--- src/design/fcmc_pkg.sv ---
package fcmc_pkg;

	localparam int KEY_IN_W = 16;
	localparam int MISS_W   = 16;
	localparam int CAP_W    = 8;

	localparam logic [MISS_W-1:0] MISS_MAX = '1;

	typedef enum logic [1:0] {
		ST_IDLE,
		ST_SCAN,
		ST_CHECK,
		ST_FIN
	} fcmc_state_t;

	typedef struct packed {
		logic [KEY_IN_W-1:0] key;
		logic                sequence_end;
	} fcmc_req_t;

	typedef struct packed {
		logic              hit;
		logic [MISS_W-1:0] miss_total;
		logic              end_echo;
	} fcmc_res_t;

endpackage

--- src/design/fcmc_if.sv ---
interface fcmc_req_if;
	logic                         valid;
	logic                         ready;
	logic [fcmc_pkg::KEY_IN_W-1:0] key;
	logic                         sequence_end;

	modport source (output valid, key, sequence_end, input ready);
	modport sink (input valid, key, sequence_end, output ready);
endinterface

interface fcmc_rsp_if;
	logic                        valid;
	logic                        ready;
	logic                        hit;
	logic [fcmc_pkg::MISS_W-1:0] miss_total;
	logic                        end_echo;

	modport source (output valid, hit, miss_total, end_echo, input ready);
	modport sink (input valid, hit, miss_total, end_echo, output ready);
endinterface

interface fcmc_cfg_if;
	logic                       valid;
	logic                       ready;
	logic [fcmc_pkg::CAP_W-1:0] data;

	modport source (output valid, data, input ready);
	modport sink (input valid, data, output ready);
endinterface

--- src/design/fcmc_ram.sv ---
module fcmc_ram #(
	parameter int WIDTH = 16,
	parameter int DEPTH = 128
) (
	input  logic                                   clk,
	input  logic                                   we,
	input  logic [(DEPTH > 1 ? $clog2(DEPTH) : 1)-1:0] waddr,
	input  logic [WIDTH-1:0]                       wdata,
	input  logic                                   re,
	input  logic [(DEPTH > 1 ? $clog2(DEPTH) : 1)-1:0] raddr,
	output logic [WIDTH-1:0]                       rdata
);

	logic [WIDTH-1:0] mem [DEPTH];

	always_ff @(posedge clk) begin
		if (we) begin
			mem[waddr] <= wdata;
		end
		if (re) begin
			rdata <= mem[raddr];
		end
	end

endmodule

--- src/design/fcmc_ctrl.sv ---
module fcmc_ctrl #(
	parameter int MAX_ENTRIES = 128,
	parameter int KEY_WIDTH   = 16,
	parameter int CAPW        = 8
) (
	input  logic                clk,
	input  logic                arst_n,
	input  logic                req_valid,
	output logic                req_ready,
	input  fcmc_pkg::fcmc_req_t req,
	input  logic [CAPW-1:0]     cap,
	output logic                res_valid,
	input  logic                res_ready,
	output fcmc_pkg::fcmc_res_t res,
	output logic                busy
);

	localparam int CW = $clog2(MAX_ENTRIES + 1);
	localparam int AW = (MAX_ENTRIES > 1) ? $clog2(MAX_ENTRIES) : 1;

	fcmc_pkg::fcmc_state_t state_q, state_nx;

	logic [CW-1:0]                   fill_q;
	logic [AW-1:0]                   ptr_q;
	logic [fcmc_pkg::MISS_W-1:0]     miss_q;
	logic [CW-1:0]                   idx_q;
	logic [CW-1:0]                   lim_q;
	logic [KEY_WIDTH-1:0]            key_q;
	logic                            end_q;
	logic                            hit_q;
	logic                            rd_vld_s1;
	logic [KEY_WIDTH-1:0]            rdata;

	logic [CW-1:0]               active;
	logic [CW-1:0]               lim_c;
	logic                        full;
	logic [AW-1:0]               slot;
	logic [CW-1:0]               slot_inc;
	logic [AW-1:0]               ptr_nx;
	logic [fcmc_pkg::MISS_W-1:0] miss_nx;
	logic                        rd_en;
	logic                        take;
	logic                        done;
	logic                        wr_en;

	// clamp of the capacity register to 1..MAX_ENTRIES
	always_comb begin
		if (cap == '0) begin
			active = CW'(1);
		end else if (cap > CAPW'(MAX_ENTRIES)) begin
			active = CW'(MAX_ENTRIES);
		end else begin
			active = CW'(cap);
		end
	end

	// entries below fill_q are the valid ones
	assign lim_c = (fill_q < active) ? fill_q : active;
	assign full  = (fill_q >= active);

	always_comb begin
		if (!full) begin
			slot = fill_q[AW-1:0];
		end else if (CW'(ptr_q) < active) begin
			slot = ptr_q;
		end else begin
			slot = '0;
		end
		slot_inc = CW'(slot) + CW'(1);
		ptr_nx   = (slot_inc >= active) ? '0 : slot_inc[AW-1:0];
	end

	always_comb begin
		if (hit_q || miss_q == fcmc_pkg::MISS_MAX) begin
			miss_nx = miss_q;
		end else begin
			miss_nx = miss_q + fcmc_pkg::MISS_W'(1);
		end
	end

	always_comb begin
		state_nx = state_q;
		unique case (state_q)
			fcmc_pkg::ST_IDLE: begin
				if (req_valid) begin
					state_nx = (lim_c == '0) ? fcmc_pkg::ST_FIN : fcmc_pkg::ST_SCAN;
				end
			end
			fcmc_pkg::ST_SCAN: begin
				if (idx_q + CW'(1) == lim_q) begin
					state_nx = fcmc_pkg::ST_CHECK;
				end
			end
			fcmc_pkg::ST_CHECK: begin
				state_nx = fcmc_pkg::ST_FIN;
			end
			fcmc_pkg::ST_FIN: begin
				if (res_ready) begin
					state_nx = fcmc_pkg::ST_IDLE;
				end
			end
			default: state_nx = fcmc_pkg::ST_IDLE;
		endcase
	end

	always_comb begin
		req_ready = (state_q == fcmc_pkg::ST_IDLE);
		rd_en     = (state_q == fcmc_pkg::ST_SCAN);
		res_valid = (state_q == fcmc_pkg::ST_FIN);
		busy      = (state_q != fcmc_pkg::ST_IDLE);
	end

	assign take  = req_valid && req_ready;
	assign done  = res_valid && res_ready;
	assign wr_en = done && !hit_q;

	assign res.hit        = hit_q;
	assign res.miss_total = miss_nx;
	assign res.end_echo   = end_q;

	always_ff @(posedge clk or negedge arst_n) begin
		if (!arst_n) begin
			state_q   <= fcmc_pkg::ST_IDLE;
			fill_q    <= '0;
			ptr_q     <= '0;
			miss_q    <= '0;
			idx_q     <= '0;
			hit_q     <= 1'b0;
			rd_vld_s1 <= 1'b0;
		end else begin
			state_q   <= state_nx;
			rd_vld_s1 <= rd_en;
			if (take) begin
				idx_q <= '0;
				hit_q <= 1'b0;
			end else begin
				if (rd_en) begin
					idx_q <= idx_q + CW'(1);
				end
				if (rd_vld_s1 && rdata == key_q) begin
					hit_q <= 1'b1;
				end
			end
			if (done) begin
				if (end_q) begin
					fill_q <= '0;
					ptr_q  <= '0;
					miss_q <= '0;
				end else begin
					miss_q <= miss_nx;
					if (!hit_q) begin
						if (full) begin
							ptr_q <= ptr_nx;
						end else begin
							fill_q <= fill_q + CW'(1);
						end
					end
				end
			end
		end
	end

	always_ff @(posedge clk) begin
		if (take) begin
			key_q <= KEY_WIDTH'(req.key);
			end_q <= req.sequence_end;
			lim_q <= lim_c;
		end
	end

	fcmc_ram #(
		.WIDTH (KEY_WIDTH),
		.DEPTH (MAX_ENTRIES)
	) u_keys (
		.clk   (clk),
		.we    (wr_en),
		.waddr (slot),
		.wdata (key_q),
		.re    (rd_en),
		.raddr (idx_q[AW-1:0]),
		.rdata (rdata)
	);

endmodule

--- src/design/fifo_cache_miss_counter.sv ---
// channel  dir  payload                          beat when
// req      in   key, sequence_end                req.valid & req.ready
// rsp      out  hit, miss_total, end_echo        rsp.valid & rsp.ready
// cfg      in   data (capacity)                  cfg.valid & cfg.ready
//
// one item is looked up at a time: the key store gives one ram read per cycle,
// so the lookup walks the filled entries in order, no more than the capacity,
// and skips the walk while nothing is filled
// reset clears fill count, replacement pointer and miss total; capacity
// returns to MAX_ENTRIES; stored keys need no clearing
// a result sits in the output register while the next item is looked up
module fifo_cache_miss_counter #(
	parameter int MAX_ENTRIES = 128,
	parameter int KEY_WIDTH   = 16
) (
	input logic       clk,
	input logic       arst_n,
	fcmc_req_if.sink  req,
	fcmc_rsp_if.source rsp,
	fcmc_cfg_if.sink  cfg
);

	localparam int CW   = $clog2(MAX_ENTRIES + 1);
	localparam int CAPW = (CW > fcmc_pkg::CAP_W) ? CW : fcmc_pkg::CAP_W;

	logic [CAPW-1:0]     cap_q;
	fcmc_pkg::fcmc_req_t req_pl;
	fcmc_pkg::fcmc_res_t res;
	fcmc_pkg::fcmc_res_t out_q;
	logic                out_vld_q;
	logic                res_valid;
	logic                res_ready;
	logic                busy;

	assign cfg.ready = 1'b1;

	always_ff @(posedge clk or negedge arst_n) begin
		if (!arst_n) begin
			cap_q <= CAPW'(MAX_ENTRIES);
		end else if (cfg.valid) begin
			cap_q <= CAPW'(cfg.data);
		end
	end

	assign req_pl.key          = req.key;
	assign req_pl.sequence_end = req.sequence_end;

	fcmc_ctrl #(
		.MAX_ENTRIES (MAX_ENTRIES),
		.KEY_WIDTH   (KEY_WIDTH),
		.CAPW        (CAPW)
	) u_ctrl (
		.clk       (clk),
		.arst_n    (arst_n),
		.req_valid (req.valid),
		.req_ready (req.ready),
		.req       (req_pl),
		.cap       (cap_q),
		.res_valid (res_valid),
		.res_ready (res_ready),
		.res       (res),
		.busy      (busy)
	);

	// output register
	assign res_ready = !out_vld_q || rsp.ready;

	always_ff @(posedge clk or negedge arst_n) begin
		if (!arst_n) begin
			out_vld_q <= 1'b0;
		end else if (res_ready) begin
			out_vld_q <= res_valid;
		end
	end

	always_ff @(posedge clk) begin
		if (res_valid && res_ready) begin
			out_q <= res;
		end
	end

	assign rsp.valid      = out_vld_q;
	assign rsp.hit        = out_q.hit;
	assign rsp.miss_total = out_q.miss_total;
	assign rsp.end_echo   = out_q.end_echo;

	a_res_into_free: assert property (@(posedge clk) disable iff (!arst_n)
		res_valid && !res_ready |=> res_valid && $stable(res))
		else $error("result changed while output register full");

	a_accept_busy: assert property (@(posedge clk) disable iff (!arst_n)
		req.valid && req.ready |=> busy)
		else $error("lookup did not start after accepted beat");

	a_miss_nonzero: assert property (@(posedge clk) disable iff (!arst_n)
		res_valid && !res.hit |-> res.miss_total != '0)
		else $error("miss reported with zero miss total");

	a_idle_no_result: assert property (@(posedge clk) disable iff (!arst_n)
		!busy |-> !res_valid)
		else $error("result raised while idle");

endmodule
--- src/flat_wrapper.sv ---
// flat-port wrapper written by rule: the top's interface ports become plain ports
module fifo_cache_miss_counter_flat 
#(
	parameter int MAX_ENTRIES = 128,
	parameter int KEY_WIDTH   = 16
)
  (clk, arst_n, req_valid, req_key, req_sequence_end, req_ready, rsp_valid, rsp_hit, rsp_miss_total, rsp_end_echo, rsp_ready, cfg_valid, cfg_data, cfg_ready);
  fcmc_req_if req_i ();
  fcmc_rsp_if rsp_i ();
  fcmc_cfg_if cfg_i ();
  input logic clk;
  input logic arst_n;
  input wire logic [$bits(req_i.valid)-1:0] req_valid;
  input wire logic [$bits(req_i.key)-1:0] req_key;
  input wire logic [$bits(req_i.sequence_end)-1:0] req_sequence_end;
  output wire logic [$bits(req_i.ready)-1:0] req_ready;
  output wire logic [$bits(rsp_i.valid)-1:0] rsp_valid;
  output wire logic [$bits(rsp_i.hit)-1:0] rsp_hit;
  output wire logic [$bits(rsp_i.miss_total)-1:0] rsp_miss_total;
  output wire logic [$bits(rsp_i.end_echo)-1:0] rsp_end_echo;
  input wire logic [$bits(rsp_i.ready)-1:0] rsp_ready;
  input wire logic [$bits(cfg_i.valid)-1:0] cfg_valid;
  input wire logic [$bits(cfg_i.data)-1:0] cfg_data;
  output wire logic [$bits(cfg_i.ready)-1:0] cfg_ready;
  assign req_i.valid = req_valid;
  assign req_i.key = req_key;
  assign req_i.sequence_end = req_sequence_end;
  assign req_ready = req_i.ready;
  assign rsp_valid = rsp_i.valid;
  assign rsp_hit = rsp_i.hit;
  assign rsp_miss_total = rsp_i.miss_total;
  assign rsp_end_echo = rsp_i.end_echo;
  assign rsp_i.ready = rsp_ready;
  assign cfg_i.valid = cfg_valid;
  assign cfg_i.data = cfg_data;
  assign cfg_ready = cfg_i.ready;
  fifo_cache_miss_counter #(.MAX_ENTRIES(MAX_ENTRIES), .KEY_WIDTH(KEY_WIDTH)) u_core (.clk(clk), .arst_n(arst_n), .req(req_i), .rsp(rsp_i), .cfg(cfg_i));
endmodule
--- config.mk ---
export PLATFORM = sky130hd
export DESIGN_NAME = fifo_cache_miss_counter_flat
export DESIGN_NICKNAME = d
export VERILOG_FILES = /design/src/design/fcmc_pkg.sv /design/src/design/fcmc_if.sv /design/src/design/fcmc_ram.sv /design/src/design/fcmc_ctrl.sv /design/src/design/fifo_cache_miss_counter.sv /design/src/flat_wrapper.sv
export SDC_FILE = /design/constraint.sdc
export NUM_CORES = 2
export LEC_CHECK = 0
export ABC_CLOCK_PERIOD_IN_PS = 5600
export BUFFER_PORTS_ARGS = -buffer_cell sky130_fd_sc_hd__buf_2
export CORE_AREA = 2 2 388 390
export DETAILED_ROUTE_END_ITERATION = 6
export DIE_AREA = 0 0 390 392
export PLACE_DENSITY = 0.8
export SYNTH_ARGS = -nofsm -noshare
export SYNTH_HDL_FRONTEND = slang
export SYNTH_SLANG_ARGS = --single-unit
--- constraint.sdc ---
create_clock -name clk -period 5.6 [get_ports clk]
set_input_delay 0.56 -clock clk [delete_from_list [all_inputs] [get_ports clk]]
set_output_delay 0.56 -clock clk [all_outputs]
set_load 0.03 [all_outputs]
==> summary.md <==
| Metric | Value |
|---|---|
| Layout cells sized above 1 | between 20 and 30% |
| Fin nets | ~4.1k |
| Vert. Die Dim | 392 um |
| Die span in x | about 390 um |
| Multi-input logic area | around 19000 sq um |
| Slew margin rel. | 9.62% |
| RD Place Congestion | ~0.93 |
| Most frequent cells in the layout | edfxtp_1, mux4_2, buf_4 |
| Largest family of logic cells by synthesized area | multiplexers |
| DR DRC count | 0 |
| Final antenna-violating net count | 0 |
| Clk_skew | approximately 0.043 ns |
| Cell mode on critical path | nor2_1 |
| CP peak stage delay | approximately 0.55 ns |
| Slew @ Worst Pin | approximately 1.4 ns |
| Tmin final | 5.19 ns |
| Core footprint | 149000 sq um |
| H-tree depth | 4 |
| Max-slew violation count | 0 |
| Initial antenna violation count | 13 |
| R2r setup slk | just over 0.4 ns |
| Post-synthesis compound-gate area fraction | 1.84% |
| Synth Area in Simple Gates | around 2.0% |
| Vias per cell | approximately 6.9 |
| Synth cell types | 60 |
| Layout area overhead | 12.4% |
| Worst IR Drop VDD | about 0.00031 V |
| Mapped cell area | around 84000 sq um |
| Final hold slack | 0.0547 ns |
| Setup TNS | 0 ns |
| Asr flop ratio synth | under 10% |
| Post-Place Cells | 5760 |
| Final Non-Filler Cells | 6136 |
| Largest net degree at the start of global routing | 110 |
| Post-synth EDFFs | about 2.1k |
| GR Overflow Total | 0 |
| Met3 Routed Length | approximately 24 mm |
| CP delay by family, top | simple AND/OR/NAND/NOR gates |
| Max layer used | met5 |
| Worst Hold Class | primary input to flop |
| Max stage delay cell, worst path | or4_4 |
| WP data required | 6.34 ns |
| Setup violators final | 0 |
| Rows | 142 |
| TritonRoute pass-1 iters | 6 |
| Placed cell area | about 88000 sq um |
| Design area | approximately 94000 sq um |
| Skew-Pair Late Insertion Delay | 0.85 ns |
| DR WL met2 | between 100 and 150 mm |
| Crit path DAT | between 5 and 6 ns |
| Fill cells | 9148 |
| CTS tree | built |
| Most common cell after layout, fill and taps aside | edfxtp_1 |
| Syn Area/Cell | roughly 22 sq um |
| Clock root buffer master | clkbuf_16 |
| XOR/XNOR share of the synthesized area | less than 1% |
| Total power | between 40000 and 50000 uW |
| Sequential-to-total area share from yosys stat | roughly three quarters |
| Maximum buffer depth of the clock tree | 3 |
| Dpl hpwl | ~110 mm |
| Die ar. | 153000 sq um |
| Gate Count Post-Synth | ~3.7k |
| Maximum clock rate | just under 200 MHz |
| TritonCTS Sinks | about 2.2k |
| Boundary Pins | between 50 and 60 |
| Wire per inst | approximately 34 um |
| Seq cells post-synth | approximately 2.2k |
| Synth Warn # | 0 |
| IO buf count | 49 |
| Outcome | completed |
| Commonest register cell after synthesis | edfxtp_1 |
| Critical-path cell list | or4_4, nor3_1, nor2_1, nor2_1, ha_1, nor2b_1, o211ai_1, a31o_4, nand2_1, o21ai_0, ha_2, nand2_1, a21oi_1, a31oi_1, nor2_1, xor2_1, ha_1, a21o_1, a211oi_1, o31ai_1, nor3_1, or4b_1, o211ai_1 |
| Vias | 42.3k |
| Vias in the first global route | around 42k |
| Initial DRC count | ~6.8k |
| Startpoint Class | flop |
| Final hold violation count | 0 |
| Syn nets | 3801 |
| Crit end category | flop |
| Final worst path period share | 92.7% |
| WS Path Type | flop to flop |
| Buf/Inv on CP | 0 |
| Antenna Cells | 0 |
| RSZ-0062 raised after global routing | false |
| First-pass GRT wire length | 303 mm |
| Reg area | 64600 sq um |
| Share of synthesized area spent on multiplexers | between 10% and 20% |
| Met1 WL | around 76 mm |
| Crit Path Max Fanout | 10 |
| Total GRT Usage | ~28% |
| Max-cap viol count | 0 |
| Clock slew at reported path FFs | about 0.060 ns |
| Pleak | 0.0293 uW |
| Synth Area in Adders | less than 1% |
| Total wire length | 210 mm |
| Num CTS Buffers | 197 |
| PwrDens | roughly 450 nW/um^2 |
| Starting density of the core | between 50% and 60% |
==> cell usage after synthesis (all sizes together) (5+ instances only) <==
cell / count / share of area, %
nand3: 29 / 0.17
nand2: 76 / 0.35
nor3: 34 / 0.20
mux4: 608 / 16
nor2b: 6 / 0.045
a22o: 5 / 0.052
a32o: 7 / 0.083
inv: 18 / 0.080
dfrtp: 51 / 1.5
a221oi: 32 / 0.33
nand4: 31 / 0.23
buf: 95 / 0.52
o21ai: 67 / 0.40
xnor2: 36 / 0.38
a21o: 6 / 0.054
nor2: 140 / 0.63
xor2: 21 / 0.22
and3: 6 / 0.045
a22oi: 32 / 0.29
ha: 30 / 0.45
a31o: 7 / 0.073
mux2i: 67 / 0.80
o31ai: 8 / 0.071
clkbuf: 113 / 0.50
nand2b: 6 / 0.045
and2: 5 / 0.037
a21oi: 24 / 0.15
nor4: 6 / 0.045
a31oi: 15 / 0.11
mux2: 9 / 0.12
edfxtp: 2107 / 75
==> layer usage <==
metal  up-vias  track usage, %
met5         -               0
met3       484            5.90
met4        12            10.8
li1      16400               -
met2      3266            43.9
met1     22100            38.9
==> metrics by stage <==
stage / setup WS [ns] / utilization [%]
detailed placement: 0.406 / 59.1
floorplan: 0.370 / -
global route: 0.0483 / 63.4
CTS: 0.327 / 63.4
global placement: 0.388 / 59.1
finish: 0.411 / 63.4
==> state kept, by name (all words and copies together) (netlist names) <==
name,count
u_core.u_ctrl.lim_q,8
u_core.u_ctrl.miss_q,16
u_core.rsp.end_echo,1
u_core.rsp.hit,1
u_core.cap_q,8
u_core.u_ctrl.state_q,2
u_core.u_ctrl.hit_q,1
u_core.u_ctrl.u_keys.rdata,16
u_core.u_ctrl.rd_vld_s1,1
u_core.rsp.miss_total,16
u_core.u_ctrl.u_keys.mem,2048
u_core.u_ctrl.key_q,16
u_core.u_ctrl.end_q,1
u_core.u_ctrl.fill_q,8
u_core.u_ctrl.idx_q,8
u_core.rsp.valid,1
u_core.u_ctrl.ptr_q,7
==> power breakdown <==
group / total (uW) / switching (uW) / internal [uW]
registers: 19100 / 418 / 18700
logic: 10100 / 5740 / 4390
clock network: 13200 / 5860 / 7320
==> area by class of cell <==
class | instances | area share [%]
Multi-Input combinational cell | 1356 | 19.8
Clock buffer | 237 | 5.47
Sequential cell | 2159 | 68.4
Inverter | 18 | 0.0715
Tap cell | 1944 | 2.58
Clock inverter | 114 | 1.14
Timing Repair Buffer | 308 | 2.57
==> worst min-delay path, cell delays in order <==
cell,delay (ns)
buf_2,0.08
nand2_1,0.06
o21ai_0,0.12
==> repair_timing <==
action,4_1_cts,5_1_grt
endpoints found under the hold margin,75,0
endpoints found under the setup margin,0,1
setup buffers,0,0
hold buffers,25,0
resized for setup,0,2
==> worst paths after layout <==
kind                                    startpoint                      to  depth (start not counted)
max in group asynchronous                   arst_n  u_core.u_ctrl.idx_q[2]                          3
hold / removal                         cfg_data[7]         u_core.cap_q[7]                          3
min in group asynchronous                   arst_n        u_core.rsp.valid                          3
hold reg to reg            u_core.u_ctrl.rd_vld_s1     u_core.u_ctrl.hit_q                          2
setup / recovery                   u_core.cap_q[1]  u_core.u_ctrl.ptr_q[6]                         23
setup reg to reg                   u_core.cap_q[1]  u_core.u_ctrl.ptr_q[6]                         23
==> kinds of logic after synthesis <==
group / count (synthesis)
adder cells (fa/ha/maj): 30
multiplexers: 684
AND/OR/NAND/NOR: 360
buffers and inverters: 226
XOR/XNOR: 57
other: 1
AO/OA/AOI/OAI: 224
flip-flops: 2159
No activity file was read; power rests on OpenSTA's default activity.
